===== config.mk =====
export PLATFORM = sky130hd
export DESIGN_NAME = jalali_to_gregorian_date_top_flat
export DESIGN_NICKNAME = d
export VERILOG_FILES = /design/src/hdl/jtg_pkg.sv /design/src/hdl/jtg_jal_if.sv /design/src/hdl/jtg_greg_if.sv /design/src/hdl/jtg_front.sv /design/src/hdl/jtg_split.sv /design/src/hdl/jtg_month.sv /design/src/hdl/jalali_to_gregorian_date_top.sv /design/src/flat_wrapper.sv
export SDC_FILE = /design/constraint.sdc
export NUM_CORES = 1
export LEC_CHECK = 0
export BUFFER_PORTS_ARGS = -buffer_cell sky130_fd_sc_hd__buf_2
export CORE_MARGIN = 2
export CORE_UTILIZATION = 50
export DETAILED_ROUTE_END_ITERATION = 6
export GPL_TIMING_DRIVEN = 0
export PLACE_DENSITY = 0.8
export SETUP_SLACK_MARGIN = 0.1
export SYNTH_ARGS = -nofsm -noshare
export SYNTH_HDL_FRONTEND = slang
export SYNTH_HIERARCHICAL = 1
export SYNTH_SLANG_ARGS = --single-unit
export TNS_END_PERCENT = 1

===== constraint.sdc =====
create_clock -name clk_i -period 10.96 [get_ports clk_i]
set_input_delay 1.096 -clock clk_i [delete_from_list [all_inputs] [get_ports clk_i]]
set_output_delay 1.096 -clock clk_i [all_outputs]
set_load 0.02 [all_outputs]

===== src/hdl/jtg_pkg.sv =====
// Shared types, constants and lookup tables for the Jalali to Gregorian date converter.
package jtg_pkg;

  // Field widths of the two channels.
  localparam int unsigned YEAR_W  = 12;
  localparam int unsigned MONTH_W = 4;
  localparam int unsigned DAY_W   = 5;

  // Width of the absolute day count after the epoch bias has been removed.
  localparam int unsigned DAYS_W = 21;

  // Jalali year offset and the combined epoch bias (355668 plus the month base of 31).
  localparam logic [12:0] JY_OFFSET  = 13'd1595;
  localparam logic [20:0] EPOCH_BIAS = 21'd355699;

  // Period lengths in days.
  localparam logic [20:0] DAYS_400Y = 21'd146097;
  localparam logic [17:0] DAYS_100Y = 18'd36524;
  localparam logic [15:0] DAYS_4Y   = 16'd1461;
  localparam logic [10:0] DAYS_1Y   = 11'd365;
  localparam logic [12:0] JCYCLE    = 13'd33;

  // Reciprocals floor(2^s / d); the estimate they give is low by at most one.
  localparam logic [7:0] RECIP_33   = 8'd248;  // s = 13
  localparam logic [4:0] RECIP_400Y = 5'd14;   // s = 21
  localparam logic [2:0] RECIP_100Y = 3'd7;    // s = 18
  localparam logic [5:0] RECIP_4Y   = 6'd44;   // s = 16
  localparam logic [2:0] RECIP_1Y   = 3'd5;    // s = 11

  // Day offset of each Jalali month code, plus 31 so that month zero stays non-negative.
  localparam logic [8:0] MONTH_OFS [16] = '{
    9'd0,   9'd31,  9'd62,  9'd93,  9'd124, 9'd155, 9'd186, 9'd217,
    9'd247, 9'd277, 9'd307, 9'd337, 9'd367, 9'd397, 9'd427, 9'd457
  };

  // Days in a common Gregorian year before month index m (m = 0 is the start of January).
  localparam logic [8:0] CUM_DAYS [16] = '{
    9'd0,   9'd31,  9'd59,  9'd90,  9'd120, 9'd151, 9'd181, 9'd212,
    9'd243, 9'd273, 9'd304, 9'd334, 9'd365, 9'd365, 9'd365, 9'd365
  };

  // Input transaction with its valid bit.
  typedef struct packed {
    logic               valid;
    logic [YEAR_W-1:0]  year;
    logic [MONTH_W-1:0] month;
    logic [DAY_W-1:0]   day;
  } jtg_jal_t;

  // Absolute day count leaving the front end.
  typedef struct packed {
    logic              valid;
    logic [DAYS_W-1:0] days;
  } jtg_days_t;

  // Result of the Gregorian period split.
  typedef struct packed {
    logic       valid;
    logic [3:0] n400;  // 400-year periods
    logic [1:0] n100;  // 100-year periods
    logic [4:0] n4;    // 4-year periods
    logic [1:0] n1;    // single years
    logic [8:0] doy;   // day of year, from zero
  } jtg_split_t;

  // Finished Gregorian date with its valid bit.
  typedef struct packed {
    logic               valid;
    logic [YEAR_W-1:0]  year;
    logic [MONTH_W-1:0] month;
    logic [DAY_W-1:0]   day;
  } jtg_greg_t;

  // Days before month index m, with the leap day counted from March onwards.
  function automatic logic [8:0] cum_days(input logic [3:0] m, input logic leap);
    logic [8:0] base;
    base = CUM_DAYS[m];
    if (leap && (m >= 4'd2)) begin
      base = base + 9'd1;
    end
    return base;
  endfunction

endpackage


===== src/hdl/jtg_jal_if.sv =====
// Handshake interface carrying a Jalali date.
interface jtg_jal_if;
  import jtg_pkg::*;

  logic               valid;
  logic               ready;
  logic [YEAR_W-1:0]  jalali_year;
  logic [MONTH_W-1:0] jalali_month;
  logic [DAY_W-1:0]   jalali_day;

  modport source (output valid, output jalali_year, output jalali_month,
                  output jalali_day, input ready);
  modport sink   (input valid, input jalali_year, input jalali_month,
                  input jalali_day, output ready);
endinterface


===== src/hdl/jtg_greg_if.sv =====
// Handshake interface carrying a Gregorian date.
interface jtg_greg_if;
  import jtg_pkg::*;

  logic               valid;
  logic               ready;
  logic [YEAR_W-1:0]  gregorian_year;
  logic [MONTH_W-1:0] gregorian_month;
  logic [DAY_W-1:0]   gregorian_day;

  modport source (output valid, output gregorian_year, output gregorian_month,
                  output gregorian_day, input ready);
  modport sink   (input valid, input gregorian_year, input gregorian_month,
                  input gregorian_day, output ready);
endinterface


===== src/hdl/jtg_front.sv =====
// Three pipeline stages forming the absolute day count from a Jalali date.
module jtg_front (
  input  logic              clk_i,
  input  logic              rst_ni,
  input  logic              en_i,
  input  jtg_pkg::jtg_jal_t jal_i,
  output jtg_pkg::jtg_days_t days_o
);
  import jtg_pkg::*;

  // Stage 1: shifted year, month offset and the estimate of year / 33.
  logic [12:0] s1_jy_d;
  logic [20:0] s1_prod;
  logic        s1_vld_q;
  logic [12:0] s1_jy_q;
  logic [7:0]  s1_q_q;
  logic [8:0]  s1_moff_q;
  logic [4:0]  s1_day_q;

  assign s1_jy_d = {1'b0, jal_i.year} + JY_OFFSET;
  assign s1_prod = {8'd0, s1_jy_d} * {13'd0, RECIP_33};

  always_ff @(posedge clk_i or negedge rst_ni) begin
    if (!rst_ni) begin
      s1_vld_q <= 1'b0;
    end else if (en_i) begin
      s1_vld_q <= jal_i.valid;
    end
  end

  always_ff @(posedge clk_i) begin
    if (en_i) begin
      s1_jy_q   <= s1_jy_d;
      s1_q_q    <= s1_prod[20:13];
      s1_moff_q <= MONTH_OFS[jal_i.month];
      s1_day_q  <= jal_i.day;
    end
  end

  // Stage 2: exact quotient and remainder of the 33-year cycle.
  logic [12:0] s2_mult;
  logic [12:0] s2_rem;
  logic        s2_corr;
  logic [7:0]  s2_q_d;
  logic [12:0] s2_r_full;
  logic        s2_vld_q;
  logic [12:0] s2_jy_q;
  logic [7:0]  s2_q_q;
  logic [5:0]  s2_r_q;
  logic [8:0]  s2_moff_q;
  logic [4:0]  s2_day_q;

  assign s2_mult   = {5'd0, s1_q_q} * JCYCLE;
  assign s2_rem    = s1_jy_q - s2_mult;
  assign s2_corr   = (s2_rem >= JCYCLE);
  assign s2_q_d    = s2_corr ? (s1_q_q + 8'd1) : s1_q_q;
  assign s2_r_full = s2_corr ? (s2_rem - JCYCLE) : s2_rem;

  always_ff @(posedge clk_i or negedge rst_ni) begin
    if (!rst_ni) begin
      s2_vld_q <= 1'b0;
    end else if (en_i) begin
      s2_vld_q <= s1_vld_q;
    end
  end

  always_ff @(posedge clk_i) begin
    if (en_i) begin
      s2_jy_q   <= s1_jy_q;
      s2_q_q    <= s2_q_d;
      s2_r_q    <= s2_r_full[5:0];
      s2_moff_q <= s1_moff_q;
      s2_day_q  <= s1_day_q;
    end
  end

  // Stage 3: sum of the year, leap, month and day terms less the epoch.
  // The true count is always positive and below 2^21, so modulo arithmetic is exact.
  logic [6:0]  s3_r3;
  logic [20:0] s3_days_d;
  logic        s3_vld_q;
  logic [20:0] s3_days_q;

  assign s3_r3     = {1'b0, s2_r_q} + 7'd3;
  assign s3_days_d = ({8'd0, s2_jy_q} * 21'd365)
                   + {10'd0, s2_q_q, 3'b000}
                   + {16'd0, s3_r3[6:2]}
                   + {16'd0, s2_day_q}
                   + {12'd0, s2_moff_q}
                   - EPOCH_BIAS;

  always_ff @(posedge clk_i or negedge rst_ni) begin
    if (!rst_ni) begin
      s3_vld_q <= 1'b0;
    end else if (en_i) begin
      s3_vld_q <= s2_vld_q;
    end
  end

  always_ff @(posedge clk_i) begin
    if (en_i) begin
      s3_days_q <= s3_days_d;
    end
  end

  assign days_o.valid = s3_vld_q;
  assign days_o.days  = s3_days_q;

endmodule


===== src/hdl/jtg_split.sv =====
// Eight pipeline stages splitting the day count into Gregorian 400-, 100-, 4- and 1-year periods.
module jtg_split (
  input  logic                clk_i,
  input  logic                rst_ni,
  input  logic                en_i,
  input  jtg_pkg::jtg_days_t  days_i,
  output jtg_pkg::jtg_split_t split_o
);
  import jtg_pkg::*;

  // Stage 4: estimate of the 400-year period count.
  logic [24:0] s4_prod;
  logic        s4_vld_q;
  logic [20:0] s4_days_q;
  logic [3:0]  s4_qa_q;

  assign s4_prod = {4'd0, days_i.days} * {20'd0, RECIP_400Y};

  always_ff @(posedge clk_i or negedge rst_ni) begin
    if (!rst_ni) begin
      s4_vld_q <= 1'b0;
    end else if (en_i) begin
      s4_vld_q <= days_i.valid;
    end
  end

  always_ff @(posedge clk_i) begin
    if (en_i) begin
      s4_days_q <= days_i.days;
      s4_qa_q   <= s4_prod[24:21];
    end
  end

  // Stage 5: exact 400-year count and remainder.
  logic [20:0] s5_mult;
  logic [20:0] s5_rem;
  logic        s5_corr;
  logic [20:0] s5_ra_full;
  logic        s5_vld_q;
  logic [3:0]  s5_a_q;
  logic [17:0] s5_ra_q;

  assign s5_mult    = {17'd0, s4_qa_q} * DAYS_400Y;
  assign s5_rem     = s4_days_q - s5_mult;
  assign s5_corr    = (s5_rem >= DAYS_400Y);
  assign s5_ra_full = s5_corr ? (s5_rem - DAYS_400Y) : s5_rem;

  always_ff @(posedge clk_i or negedge rst_ni) begin
    if (!rst_ni) begin
      s5_vld_q <= 1'b0;
    end else if (en_i) begin
      s5_vld_q <= s4_vld_q;
    end
  end

  always_ff @(posedge clk_i) begin
    if (en_i) begin
      s5_a_q  <= s5_corr ? (s4_qa_q + 4'd1) : s4_qa_q;
      s5_ra_q <= s5_ra_full[17:0];
    end
  end

  // Stage 6: century test and estimate of the 100-year count on the shortened remainder.
  logic        s6_cen_d;
  logic [17:0] s6_x_d;
  logic [20:0] s6_prod;
  logic        s6_vld_q;
  logic [3:0]  s6_a_q;
  logic        s6_cen_q;
  logic [17:0] s6_ra_q;
  logic [17:0] s6_x_q;
  logic [1:0]  s6_qb_q;

  assign s6_cen_d = (s5_ra_q > DAYS_100Y);
  assign s6_x_d   = s5_ra_q - 18'd1;
  assign s6_prod  = {3'd0, s6_x_d} * {18'd0, RECIP_100Y};

  always_ff @(posedge clk_i or negedge rst_ni) begin
    if (!rst_ni) begin
      s6_vld_q <= 1'b0;
    end else if (en_i) begin
      s6_vld_q <= s5_vld_q;
    end
  end

  always_ff @(posedge clk_i) begin
    if (en_i) begin
      s6_a_q   <= s5_a_q;
      s6_cen_q <= s6_cen_d;
      s6_ra_q  <= s5_ra_q;
      s6_x_q   <= s6_x_d;
      s6_qb_q  <= s6_prod[19:18];
    end
  end

  // Stage 7: exact 100-year count, leap-day restore, or the plain remainder without a century.
  logic [17:0] s7_mult;
  logic [17:0] s7_rem;
  logic        s7_corr;
  logic [17:0] s7_rb_full;
  logic [15:0] s7_rb;
  logic [15:0] s7_dc_d;
  logic [1:0]  s7_b_d;
  logic        s7_vld_q;
  logic [3:0]  s7_a_q;
  logic [1:0]  s7_b_q;
  logic [15:0] s7_dc_q;

  assign s7_mult    = {16'd0, s6_qb_q} * DAYS_100Y;
  assign s7_rem     = s6_x_q - s7_mult;
  assign s7_corr    = (s7_rem >= DAYS_100Y);
  assign s7_rb_full = s7_corr ? (s7_rem - DAYS_100Y) : s7_rem;
  assign s7_rb      = s7_rb_full[15:0];

  always_comb begin
    if (s6_cen_q) begin
      s7_b_d  = s7_corr ? (s6_qb_q + 2'd1) : s6_qb_q;
      s7_dc_d = s7_rb + {15'd0, (s7_rb >= {5'd0, DAYS_1Y})};
    end else begin
      s7_b_d  = 2'd0;
      s7_dc_d = s6_ra_q[15:0];
    end
  end

  always_ff @(posedge clk_i or negedge rst_ni) begin
    if (!rst_ni) begin
      s7_vld_q <= 1'b0;
    end else if (en_i) begin
      s7_vld_q <= s6_vld_q;
    end
  end

  always_ff @(posedge clk_i) begin
    if (en_i) begin
      s7_a_q  <= s6_a_q;
      s7_b_q  <= s7_b_d;
      s7_dc_q <= s7_dc_d;
    end
  end

  // Stage 8: estimate of the 4-year count.
  logic [20:0] s8_prod;
  logic        s8_vld_q;
  logic [3:0]  s8_a_q;
  logic [1:0]  s8_b_q;
  logic [15:0] s8_dc_q;
  logic [4:0]  s8_qc_q;

  assign s8_prod = {5'd0, s7_dc_q} * {15'd0, RECIP_4Y};

  always_ff @(posedge clk_i or negedge rst_ni) begin
    if (!rst_ni) begin
      s8_vld_q <= 1'b0;
    end else if (en_i) begin
      s8_vld_q <= s7_vld_q;
    end
  end

  always_ff @(posedge clk_i) begin
    if (en_i) begin
      s8_a_q  <= s7_a_q;
      s8_b_q  <= s7_b_q;
      s8_dc_q <= s7_dc_q;
      s8_qc_q <= s8_prod[20:16];
    end
  end

  // Stage 9: exact 4-year count and remainder.
  logic [15:0] s9_mult;
  logic [15:0] s9_rem;
  logic        s9_corr;
  logic [15:0] s9_rc_full;
  logic        s9_vld_q;
  logic [3:0]  s9_a_q;
  logic [1:0]  s9_b_q;
  logic [4:0]  s9_c_q;
  logic [10:0] s9_rc_q;

  assign s9_mult    = {11'd0, s8_qc_q} * DAYS_4Y;
  assign s9_rem     = s8_dc_q - s9_mult;
  assign s9_corr    = (s9_rem >= DAYS_4Y);
  assign s9_rc_full = s9_corr ? (s9_rem - DAYS_4Y) : s9_rem;

  always_ff @(posedge clk_i or negedge rst_ni) begin
    if (!rst_ni) begin
      s9_vld_q <= 1'b0;
    end else if (en_i) begin
      s9_vld_q <= s8_vld_q;
    end
  end

  always_ff @(posedge clk_i) begin
    if (en_i) begin
      s9_a_q  <= s8_a_q;
      s9_b_q  <= s8_b_q;
      s9_c_q  <= s9_corr ? (s8_qc_q + 5'd1) : s8_qc_q;
      s9_rc_q <= s9_rc_full[10:0];
    end
  end

  // Stage 10: test for a year past the first of the block and estimate the single-year count.
  logic        s10_yr_d;
  logic [10:0] s10_y_d;
  logic [12:0] s10_prod;
  logic        s10_vld_q;
  logic [3:0]  s10_a_q;
  logic [1:0]  s10_b_q;
  logic [4:0]  s10_c_q;
  logic        s10_yr_q;
  logic [10:0] s10_rc_q;
  logic [10:0] s10_y_q;
  logic [1:0]  s10_qd_q;

  assign s10_yr_d = (s9_rc_q > DAYS_1Y);
  assign s10_y_d  = s9_rc_q - 11'd1;
  assign s10_prod = {2'd0, s10_y_d} * {10'd0, RECIP_1Y};

  always_ff @(posedge clk_i or negedge rst_ni) begin
    if (!rst_ni) begin
      s10_vld_q <= 1'b0;
    end else if (en_i) begin
      s10_vld_q <= s9_vld_q;
    end
  end

  always_ff @(posedge clk_i) begin
    if (en_i) begin
      s10_a_q  <= s9_a_q;
      s10_b_q  <= s9_b_q;
      s10_c_q  <= s9_c_q;
      s10_yr_q <= s10_yr_d;
      s10_rc_q <= s9_rc_q;
      s10_y_q  <= s10_y_d;
      s10_qd_q <= s10_prod[12:11];
    end
  end

  // Stage 11: exact single-year count and the day of the year.
  logic [10:0] s11_mult;
  logic [10:0] s11_rem;
  logic        s11_corr;
  logic [10:0] s11_rd_full;
  logic [1:0]  s11_d_d;
  logic [8:0]  s11_doy_d;
  logic        s11_vld_q;
  logic [3:0]  s11_a_q;
  logic [1:0]  s11_b_q;
  logic [4:0]  s11_c_q;
  logic [1:0]  s11_d_q;
  logic [8:0]  s11_doy_q;

  assign s11_mult    = {9'd0, s10_qd_q} * DAYS_1Y;
  assign s11_rem     = s10_y_q - s11_mult;
  assign s11_corr    = (s11_rem >= DAYS_1Y);
  assign s11_rd_full = s11_corr ? (s11_rem - DAYS_1Y) : s11_rem;

  always_comb begin
    if (s10_yr_q) begin
      s11_d_d   = s11_corr ? (s10_qd_q + 2'd1) : s10_qd_q;
      s11_doy_d = s11_rd_full[8:0];
    end else begin
      s11_d_d   = 2'd0;
      s11_doy_d = s10_rc_q[8:0];
    end
  end

  always_ff @(posedge clk_i or negedge rst_ni) begin
    if (!rst_ni) begin
      s11_vld_q <= 1'b0;
    end else if (en_i) begin
      s11_vld_q <= s10_vld_q;
    end
  end

  always_ff @(posedge clk_i) begin
    if (en_i) begin
      s11_a_q   <= s10_a_q;
      s11_b_q   <= s10_b_q;
      s11_c_q   <= s10_c_q;
      s11_d_q   <= s11_d_d;
      s11_doy_q <= s11_doy_d;
    end
  end

  assign split_o.valid = s11_vld_q;
  assign split_o.n400  = s11_a_q;
  assign split_o.n100  = s11_b_q;
  assign split_o.n4    = s11_c_q;
  assign split_o.n1    = s11_d_q;
  assign split_o.doy   = s11_doy_q;

endmodule


===== src/hdl/jtg_month.sv =====
// Two pipeline stages forming the Gregorian year and finding the month and day of month.
module jtg_month (
  input  logic                clk_i,
  input  logic                rst_ni,
  input  logic                en_i,
  input  jtg_pkg::jtg_split_t split_i,
  output jtg_pkg::jtg_greg_t  greg_o
);
  import jtg_pkg::*;

  // Stage 12: year from the period counts, leap flag and month from parallel compares.
  // The year is a multiple of 4 exactly when the single-year count is zero, of 100 when
  // the 4-year count is zero as well, and of 400 when the 100-year count is zero too.
  logic [12:0] s12_gy_d;
  logic        s12_leap_d;
  logic [8:0]  s12_gd_d;
  logic [11:0] s12_past;
  logic [3:0]  s12_mon_d;
  logic        s12_vld_q;
  logic [11:0] s12_gy_q;
  logic        s12_leap_q;
  logic [8:0]  s12_gd_q;
  logic [3:0]  s12_mon_q;

  assign s12_gy_d   = ({9'd0, split_i.n400} * 13'd400)
                    + ({11'd0, split_i.n100} * 13'd100)
                    + {6'd0, split_i.n4, 2'b00}
                    + {11'd0, split_i.n1};
  assign s12_leap_d = (split_i.n1 == 2'd0) &&
                      ((split_i.n4 != 5'd0) || (split_i.n100 == 2'd0));
  assign s12_gd_d   = split_i.doy + 9'd1;

  // One flag for each month the day has already run past.
  always_comb begin
    for (int k = 0; k < 12; k++) begin
      s12_past[k] = (s12_gd_d > cum_days(4'(k + 1), s12_leap_d));
    end
  end

  assign s12_mon_d = 4'd1 + 4'($countones(s12_past));

  always_ff @(posedge clk_i or negedge rst_ni) begin
    if (!rst_ni) begin
      s12_vld_q <= 1'b0;
    end else if (en_i) begin
      s12_vld_q <= split_i.valid;
    end
  end

  always_ff @(posedge clk_i) begin
    if (en_i) begin
      s12_gy_q   <= s12_gy_d[11:0];
      s12_leap_q <= s12_leap_d;
      s12_gd_q   <= s12_gd_d;
      s12_mon_q  <= s12_mon_d;
    end
  end

  // Stage 13: day of month, held in the output register.
  logic [8:0]  s13_day_d;
  logic        s13_vld_q;
  logic [11:0] s13_gy_q;
  logic [3:0]  s13_mon_q;
  logic [4:0]  s13_day_q;

  assign s13_day_d = s12_gd_q - cum_days(s12_mon_q - 4'd1, s12_leap_q);

  always_ff @(posedge clk_i or negedge rst_ni) begin
    if (!rst_ni) begin
      s13_vld_q <= 1'b0;
    end else if (en_i) begin
      s13_vld_q <= s12_vld_q;
    end
  end

  always_ff @(posedge clk_i) begin
    if (en_i) begin
      s13_gy_q  <= s12_gy_q;
      s13_mon_q <= s12_mon_q;
      s13_day_q <= s13_day_d[4:0];
    end
  end

  assign greg_o.valid = s13_vld_q;
  assign greg_o.year  = s13_gy_q;
  assign greg_o.month = s13_mon_q;
  assign greg_o.day   = s13_day_q;

endmodule


===== src/hdl/jalali_to_gregorian_date_top.sv =====
// Top level of the Jalali to Gregorian date converter pipeline.
//
//   Port    Direction  Contents
//   jal_i   sink       jalali_year[11:0], jalali_month[3:0], jalali_day[4:0]
//   greg_o  source     gregorian_year[11:0], gregorian_month[3:0], gregorian_day[4:0]
//
// One transaction is taken every cycle while the output is not stalled; each result passes
// through the 13 register stages of the day count, period split and month search.
// Reset clears only the valid bits of the stages; no clearing pass is needed.
// When the result in the output register is not taken, the whole pipeline holds and
// jal_i.ready drops in the same cycle; nothing is lost or repeated.
module jalali_to_gregorian_date_top (
  input  logic              clk_i,
  input  logic              rst_ni,
  jtg_jal_if.sink           jal_i,
  jtg_greg_if.source        greg_o
);
  import jtg_pkg::*;

  jtg_jal_t   jal_s;
  jtg_days_t  days_s;
  jtg_split_t split_s;
  jtg_greg_t  greg_s;
  logic       en;

  // The pipeline advances unless a finished result is waiting to be taken.
  assign en = !greg_s.valid || greg_o.ready;

  assign jal_i.ready = en;

  assign jal_s.valid = jal_i.valid;
  assign jal_s.year  = jal_i.jalali_year;
  assign jal_s.month = jal_i.jalali_month;
  assign jal_s.day   = jal_i.jalali_day;

  jtg_front u_front (
    .clk_i  (clk_i),
    .rst_ni (rst_ni),
    .en_i   (en),
    .jal_i  (jal_s),
    .days_o (days_s)
  );

  jtg_split u_split (
    .clk_i   (clk_i),
    .rst_ni  (rst_ni),
    .en_i    (en),
    .days_i  (days_s),
    .split_o (split_s)
  );

  jtg_month u_month (
    .clk_i   (clk_i),
    .rst_ni  (rst_ni),
    .en_i    (en),
    .split_i (split_s),
    .greg_o  (greg_s)
  );

  // Output channel.
  assign greg_o.valid           = greg_s.valid;
  assign greg_o.gregorian_year  = greg_s.year;
  assign greg_o.gregorian_month = greg_s.month;
  assign greg_o.gregorian_day   = greg_s.day;

  // The period split never leaves a day beyond the length of its year.
  a_month_range: assert property (@(posedge clk_i) disable iff (!rst_ni)
    greg_o.valid |-> (greg_o.gregorian_month >= 4'd1) && (greg_o.gregorian_month <= 4'd12))
    else $error("Gregorian month out of range");

  a_day_nonzero: assert property (@(posedge clk_i) disable iff (!rst_ni)
    greg_o.valid |-> (greg_o.gregorian_day != 5'd0))
    else $error("Gregorian day of zero");

  // A held result must stop the input side in the same cycle.
  a_stall_input: assert property (@(posedge clk_i) disable iff (!rst_ni)
    (greg_o.valid && !greg_o.ready) |-> !jal_i.ready)
    else $error("Input taken while the output is stalled");

  // A taken result frees the pipeline for a new transaction.
  a_drain_input: assert property (@(posedge clk_i) disable iff (!rst_ni)
    (greg_o.valid && greg_o.ready) |-> jal_i.ready)
    else $error("Input refused although the output moved");

endmodule

===== src/flat_wrapper.sv =====
// flat-port wrapper written by rule: the top's interface ports become plain ports
module jalali_to_gregorian_date_top_flat import jtg_pkg::*;
  (clk_i, rst_ni, jal_i_valid, jal_i_jalali_year, jal_i_jalali_month, jal_i_jalali_day, jal_i_ready, greg_o_valid, greg_o_gregorian_year, greg_o_gregorian_month, greg_o_gregorian_day, greg_o_ready);
  jtg_jal_if jal_i_i ();
  jtg_greg_if greg_o_i ();
  input  logic clk_i;
  input  logic rst_ni;
  input wire logic [$bits(jal_i_i.valid)-1:0] jal_i_valid;
  input wire logic [$bits(jal_i_i.jalali_year)-1:0] jal_i_jalali_year;
  input wire logic [$bits(jal_i_i.jalali_month)-1:0] jal_i_jalali_month;
  input wire logic [$bits(jal_i_i.jalali_day)-1:0] jal_i_jalali_day;
  output wire logic [$bits(jal_i_i.ready)-1:0] jal_i_ready;
  output wire logic [$bits(greg_o_i.valid)-1:0] greg_o_valid;
  output wire logic [$bits(greg_o_i.gregorian_year)-1:0] greg_o_gregorian_year;
  output wire logic [$bits(greg_o_i.gregorian_month)-1:0] greg_o_gregorian_month;
  output wire logic [$bits(greg_o_i.gregorian_day)-1:0] greg_o_gregorian_day;
  input wire logic [$bits(greg_o_i.ready)-1:0] greg_o_ready;
  assign jal_i_i.valid = jal_i_valid;
  assign jal_i_i.jalali_year = jal_i_jalali_year;
  assign jal_i_i.jalali_month = jal_i_jalali_month;
  assign jal_i_i.jalali_day = jal_i_jalali_day;
  assign jal_i_ready = jal_i_i.ready;
  assign greg_o_valid = greg_o_i.valid;
  assign greg_o_gregorian_year = greg_o_i.gregorian_year;
  assign greg_o_gregorian_month = greg_o_i.gregorian_month;
  assign greg_o_gregorian_day = greg_o_i.gregorian_day;
  assign greg_o_i.ready = greg_o_ready;
  jalali_to_gregorian_date_top u_core (.clk_i(clk_i), .rst_ni(rst_ni), .jal_i(jal_i_i), .greg_o(greg_o_i));
endmodule

# [Word-level counts from Yosys, hierarchy flattened]
# Memory sizes are Yosys's and may differ from the RTL's. A register that Yosys moved wholly into a read port is not among the register bits.
# Index checks and enable logic that the tools add are counted.
[totals] regBits=359 mem_bits_ro=288 in_bits=25 output_inout_bits=23 wordCells=178 memories=2
[op_classes] add_sub_neg=44 mul=13 order_cmp=22 mux=26 n_bitwise=2 n_reduce_logical=8
[memory_table] name="(no name shown)" depth=16 word_bits=9 rd=1 rd_clocked_by_memory_dff=1 wr=0 line="jtg_front.sv:35" rtl="s1_moff_q <= MONTH_OFS[jal_i.month];"
[memory_table] name="(no name shown)" depth=16 word_bits=9 rd=1 rd_clocked_by_memory_dff=0 wr=0 line="jtg_pkg.sv:77" rtl="base = CUM_DAYS[m];"
[ops] operator="$add A21 B5 Y21" count=2
[ops] operator="$gt A9 B8 Y1" count=4
[ops] operator="$gt A9 B9 Y1" count=4
[ops] operator="$mux W16" count=2
[ops] operator="$mul A21 B3 Y24 const B" count=1
[ops] operator="$add A21 B11 Y21" count=1
[ops] operator="$add A21 B9 Y21" count=1
[ops] operator="$ge A21 B18 Y1 const B" count=1
[ops] operator="$mul A13 B9 Y21 const B" count=1
[ops] operator="$mul A4 B18 Y21 const B" count=1
[ops] operator="$sub A21 B19 Y21 const B" count=1
[ops] operator="$sub A21 B21 Y21" count=1
[ops] operator="$mul A18 B3 Y20 const B" count=1
[ops] operator="$mux W5" count=4
[ops] operator="$mul A16 B4 Y19 const B" count=1
[ops] operator="$ge A18 B16 Y1 const B" count=1
[ops] operator="$gt A18 B16 Y1 const B" count=1
[ops] operator="$gt A9 B7 Y1" count=2
[ops] operator="$mul A13 B5 Y18 const B" count=1
[ops] operator="$mux W18" count=1
[ops] operator="$mux W9" count=2
[ops] operator="$sub A18 B1 Y18 const B" count=1
[ops] operator="$sub A18 B18 Y18" count=1
[ops] operator="$sub A18 B18 Y18 const B" count=1
[ops] operator="other kinds (55)" count=78

# [Logic depth before layout (Yosys ltp)]
[depth] ltp_word=10 ltp_mapped=29 mapped_depth_nobuf=25

# [By module]
# Netlist, hierarchy kept.
[by_module_without_submodules] mod="jtg_split" instances=1 cells_per_inst=1666 area_each_um2=17808.3 seq_area_each_um2=6656.4
[by_module_without_submodules] mod="jtg_front" instances=1 cells_per_inst=846 area_each_um2=9506.6 seq_area_each_um2=2987.9
[by_module_without_submodules] mod="jtg_month" instances=1 cells_per_inst=319 area_each_um2=3518.4 seq_area_each_um2=1341.3
[by_module_without_submodules] mod="jalali_to_gregorian_date_top" instances=1 cells_per_inst=1 area_each_um2=6.3 seq_area_each_um2=0.0

# [Worst setup path after synthesis]
# Ideal clock, no wire load.
[synth_path] kind="input to register" from="input port greg_o_ready" to="register u_core.u_front.s1_vld_q" setup_ns=0.112 t_arrival_ns=11.090 required_ns=10.848 setup_slack_ns=-0.242 cell_stages=2 path_buffers=0 cell_sequence="nand2b_1 -> mux2_2"
[synth_via] elab_chain_len=1
[synth_rtl] item="start, declared" line="flat_wrapper.sv:17" rtl="input wire logic [$bits(greg_o_i.ready)-1:0] greg_o_ready;"
[synth_rtl] item="$logic_or A1 B1 Y1" line="jalali_to_gregorian_date_top.sv:27" rtl="assign en = !greg_s.valid || greg_o.ready;"
[synth_rtl] item="end signal, assigned" line="jtg_front.sv:27" rtl="s1_vld_q <= jal_i.valid;"
[synth_rtl] item="end, declared" line="jtg_front.sv:14" rtl="logic s1_vld_q;"
# Every way passes these cells.
# A chain may end at the register's enable or synchronous reset.

# [Worst setup path after layout]
[layout_path] from="register u_core.u_split.s6_qb_q[0]" to="register u_core.u_split.s7_dc_q[14], data pin"
[layout_via] elab_chain_len=7 elab_cells_between_ends=8 cone_classes="3 x add/sub; 1 x mul; 2 x order compare; 2 x mux"
[layout_rtl] item="start, declared" line="jtg_split.sv:72" rtl="logic [1:0] s6_qb_q;"
[layout_rtl] item="start signal, assigned" line="jtg_split.sv:92" rtl="s6_qb_q <= s6_prod[19:18];"
[layout_rtl] item="$mul A2 B14 Y16 *" line="jtg_split.sv:109" rtl="assign s7_mult = {16'd0, s6_qb_q} * DAYS_100Y;"
[layout_rtl] item="$sub A18 B18 Y18 *" line="jtg_split.sv:110" rtl="assign s7_rem = s6_x_q - s7_mult;"
[layout_rtl] item="$sub A16 B16 Y16 or $ge A18 B16 Y1 (tied branches)" line="jtg_split.sv:112, jtg_split.sv:111"
[layout_rtl] item="$mux W16 *" line="jtg_split.sv:112" rtl="assign s7_rb_full = s7_corr ? (s7_rem - DAYS_100Y) : s7_rem;"
[layout_rtl] item="$ge A16 B9 Y1" line="jtg_split.sv:118" rtl="s7_dc_d = s7_rb + {15'd0, (s7_rb >= {5'd0, DAYS_1Y})};"
[layout_rtl] item="$add A16 B1 Y16 *" line="jtg_split.sv:118"
[layout_rtl] item="$mux W16 *" line="jtg_split.sv:116" rtl="if (s6_cen_q) begin"
[layout_rtl] item="via u_core.u_split.s7_dc_d[14]" line="jtg_split.sv:102" rtl="logic [15:0] s7_dc_d;"
[layout_rtl] item="end signal, assigned" line="jtg_split.sv:137" rtl="s7_dc_q <= s7_dc_d;"
[layout_rtl] item="end, declared" line="jtg_split.sv:107" rtl="logic [15:0] s7_dc_q;"
# The timed path passes the listed nets; every way through them passes the cells marked *.

==> results.json <==
{
  "muxShareOfSynthArea_pct": 1.34,
  "worst_hold_slack_ns": 0.399,
  "diodes": 0,
  "synthesis.nets": 3457,
  "cts_resized": 0,
  "synth_top_family_by_area": "adder cells",
  "synth-seq-cells": 368,
  "cts_buffers": 41,
  "synth_ff_type": "edfxtp_1",
  "cap_viol_max_count": 0,
  "max_stage_delay_ns": 0.71,
  "yosys-top-cells-area": "edfxtp_1, ha_1, fa_1",
  "crit_fanout": 9,
  "r2r_start": "u_core/u_split/s6_qb_q[0]",
  "netlist_area_mm2": 0.0308,
  "syn_inst": 2832,
  "required_ns": 11.26,
  "drc": 0,
  "fin_skew_ns": 0.0242,
  "synth_fa_ha_area_share_pct": 29.4,
  "ys_seq_area_share_pct": 35.6,
  "crit_slowest_cell": "o41ai_4",
  "cts_tree": "built",
  "cts.hold.buffers_added": 0,
  "synth.distinct_cells": 101,
  "place.gp.congestion": 0.878,
  "fin_crit_ns": 7.31,
  "worstSkewPairLatency_ns": 0.57,
  "area_growth_pct": 8.97,
  "cp_data_arrival_time_ns": 7.61,
  "tns_ns": 0,
  "seqCellArea_mm2": 0.0110,
  "slew_viol_final": 0,
  "cts_buffer_depth": 3,
  "crit_path_start_kind": "register",
  "ios": 48,
  "fp.dieArea_mm2": 0.0637,
  "crit_start": "u_core/u_split/s6_qb_q[0]",
  "cts_root_buf": "clkbuf_16",
  "grt_pass1_wl_mm": 93.7,
  "clock.fmax_mhz": 137,
  "fin_crit_sh_pct": 66.7,
  "end_kind": "register",
  "synth_edf_count": 355,
  "drive_above_1_share_pct": 7.23,
  "setup_viol": 0,
  "grt_pass1_vias": 19798,
  "min_path_type": "input pin to async pin",
  "start_util_pct": 50.3,
  "design_area_mm2": 0.0336,
  "slew_headroom_pct": 32.1,
  "synth-simple-area-share_pct": 8.87,
  "grt_use_total_pct": 17.9,
  "antenna_left": 0,
  "hpwlAfterDp_mm": 43.8,
  "worst_slew_pin_slew_ns": 1.01,
  "critPathKind": "register to register",
  "rows": 91,
  "io_buffers": 46,
  "synth-xor-area-share_pct": 7.37,
  "fin_nets": 3552,
  "clkTransAtPathRegs_ns": 0.06,
  "post_cts_buffers": 0,
  "place_area_mm2": 0.0322,
  "synth_top_area_share_pct": 34.6,
  "hold_violations": 0,
  "drt-total-wl_mm": 55.8,
  "synth_area_leader_cell": "edfxtp_1",
  "final_util_pct": 54.8,
  "dr.pass1.iters": 5,
  "status": "finished, final reports clean",
  "grt_max_degree": 73,
  "cts_max_level": 2,
  "rsz0062_at_grt": "no",
  "initialDrtViolationCount": 1183,
  "antenna_found_initial": 0,
  "core_area_mm2": 0.0614,
  "synth_compound_area_share_pct": 10.5,
  "yosys_warnings": 6,
  "die_width_um": 252,
  "fill_cells": 5017,
  "clkSinkCount": 368,
  "syn_area_per_cell_um2": 10.9,
  "via_per_inst": 5.35,
  "synthArstFlopShare_pct": 3.53,
  "routed-via-count": 20055,
  "multi_input_area_mm2": 0.0177,
  "detail_route.wl_per_cell_um": 14.9,
  "die_y_um": 252,
  "grt.overflow.total": 0
}
[critical path: cells and delay by family (launching register included)]
family | cells | cell delay, ns
compound gates | 6 | 1.68
xor+xnor | 2 | 0.70
flops | 1 | 0.50
fa+ha+maj | 3 | 0.71
buf+inv | 5 | 0.95
simple gates | 12 | 2.46
[final cells by class]
| cell class | count | share of cell area (%) |
|---|---|---|
| buffer | 38 | 0.570 |
| clock buffer | 52 | 3.18 |
| clock inverter | 23 | 0.923 |
| inverter | 520 | 5.81 |
| multi-input combinational | 1906 | 52.7 |
| sequential | 368 | 32.7 |
| tap | 790 | 2.94 |
| timing repair buffer | 52 | 1.15 |
[worst paths after layout]
| check | endpoint | slack [ns] | cells after the start |
|---|---|---|---|
| worst max-delay path | u_core/u_split/s7_dc_q[14] | 3.65 | 28 |
| worst min-delay path | u_core/u_split/s8_vld_q | 0.40 | 1 |
| worst max register to register | u_core/u_split/s7_dc_q[14] | 3.65 | 28 |
| worst min register to register | u_core/u_front/s2_moff_q[5] | 0.41 | 0 |
| max in group asynchronous | u_core/u_front/s1_vld_q | 10.33 | 1 |
| min in group clk_i | u_core/u_front/s2_moff_q[5] | 0.41 | 0 |
[layout by cell type, fill, tap and decap left out, drive strengths merged, types with 28 or more instances in the layout]
cell type	n
xnor2	175
buf	68
o21ai	90
nand2	127
nor2b	28
a21o	38
clkbuf	74
nand3	46
nor2	125
nor3	51
ha	394
inv	520
xor2	81
fa	206
a21oi	127
edfxtp	355
[metrics by stage]
stage	cells	setup slack, ns
finish	3749	3.65
global route	3749	3.32
CTS	3749	3.72
detailed placement	3674	3.74
global placement	3668	1.64
floorplan	2832	4.19
[flip-flops by register name, summed over array words and instances (netlist names), 16 cells and up]
register	flops
u_core/u_front/s3_days_q	21
u_core/u_split/s4_days_q	21
u_core/u_split/s5_ra_q	18
u_core/u_split/s6_ra_q	16
u_core/u_split/s6_x_q	18
u_core/u_split/s7_dc_q	16
u_core/u_split/s8_dc_q	16
[kinds of logic (layout without fill, tap and decap cells)]
family	after synthesis	in the layout
fa+ha+maj	600	600
buf+inv	558	685
simple gates	537	537
compound gates	475	475
flops	368	368
xor+xnor	256	256
mux	38	38
[layer usage]
layer | wire length (um) | part of all wire, % | vias to the layer above | global-route usage (%)
li1 | - | - | 9928 | -
met1 | 23100 | 41 | 9638 | 21.6
met2 | 28900 | 52 | 391 | 32.5
met3 | 2080 | 3.7 | 98 | 2.18
met4 | 1730 | 3.1 | 0 | 6.69
met5 | 0 | 0 | - | 0
[Yosys cell counts, types with 12 or more instances]
library cell,count
nor2_1,123
ha_1,394
a21oi_1,127
nand2b_1,27
o31ai_1,13
nand4_1,14
a31oi_1,25
a31o_2,12
nor2b_1,27
dfrtp_1,13
mux2_2,26
inv_1,516
a21o_1,38
o21ai_0,80
nand2_1,123
and3_1,13
fa_1,206
o21bai_1,20
xor2_1,80
clkbuf_1,22
o21a_1,25
nand3_1,45
a211oi_1,15
nor3_1,51
edfxtp_1,355
xnor2_1,172
or2_2,13
or3_1,16
nor4_1,16
Power is left out: the tool's default activity adds up to more than one toggle a clock period on the data nets, which glitch-free logic cannot reach.
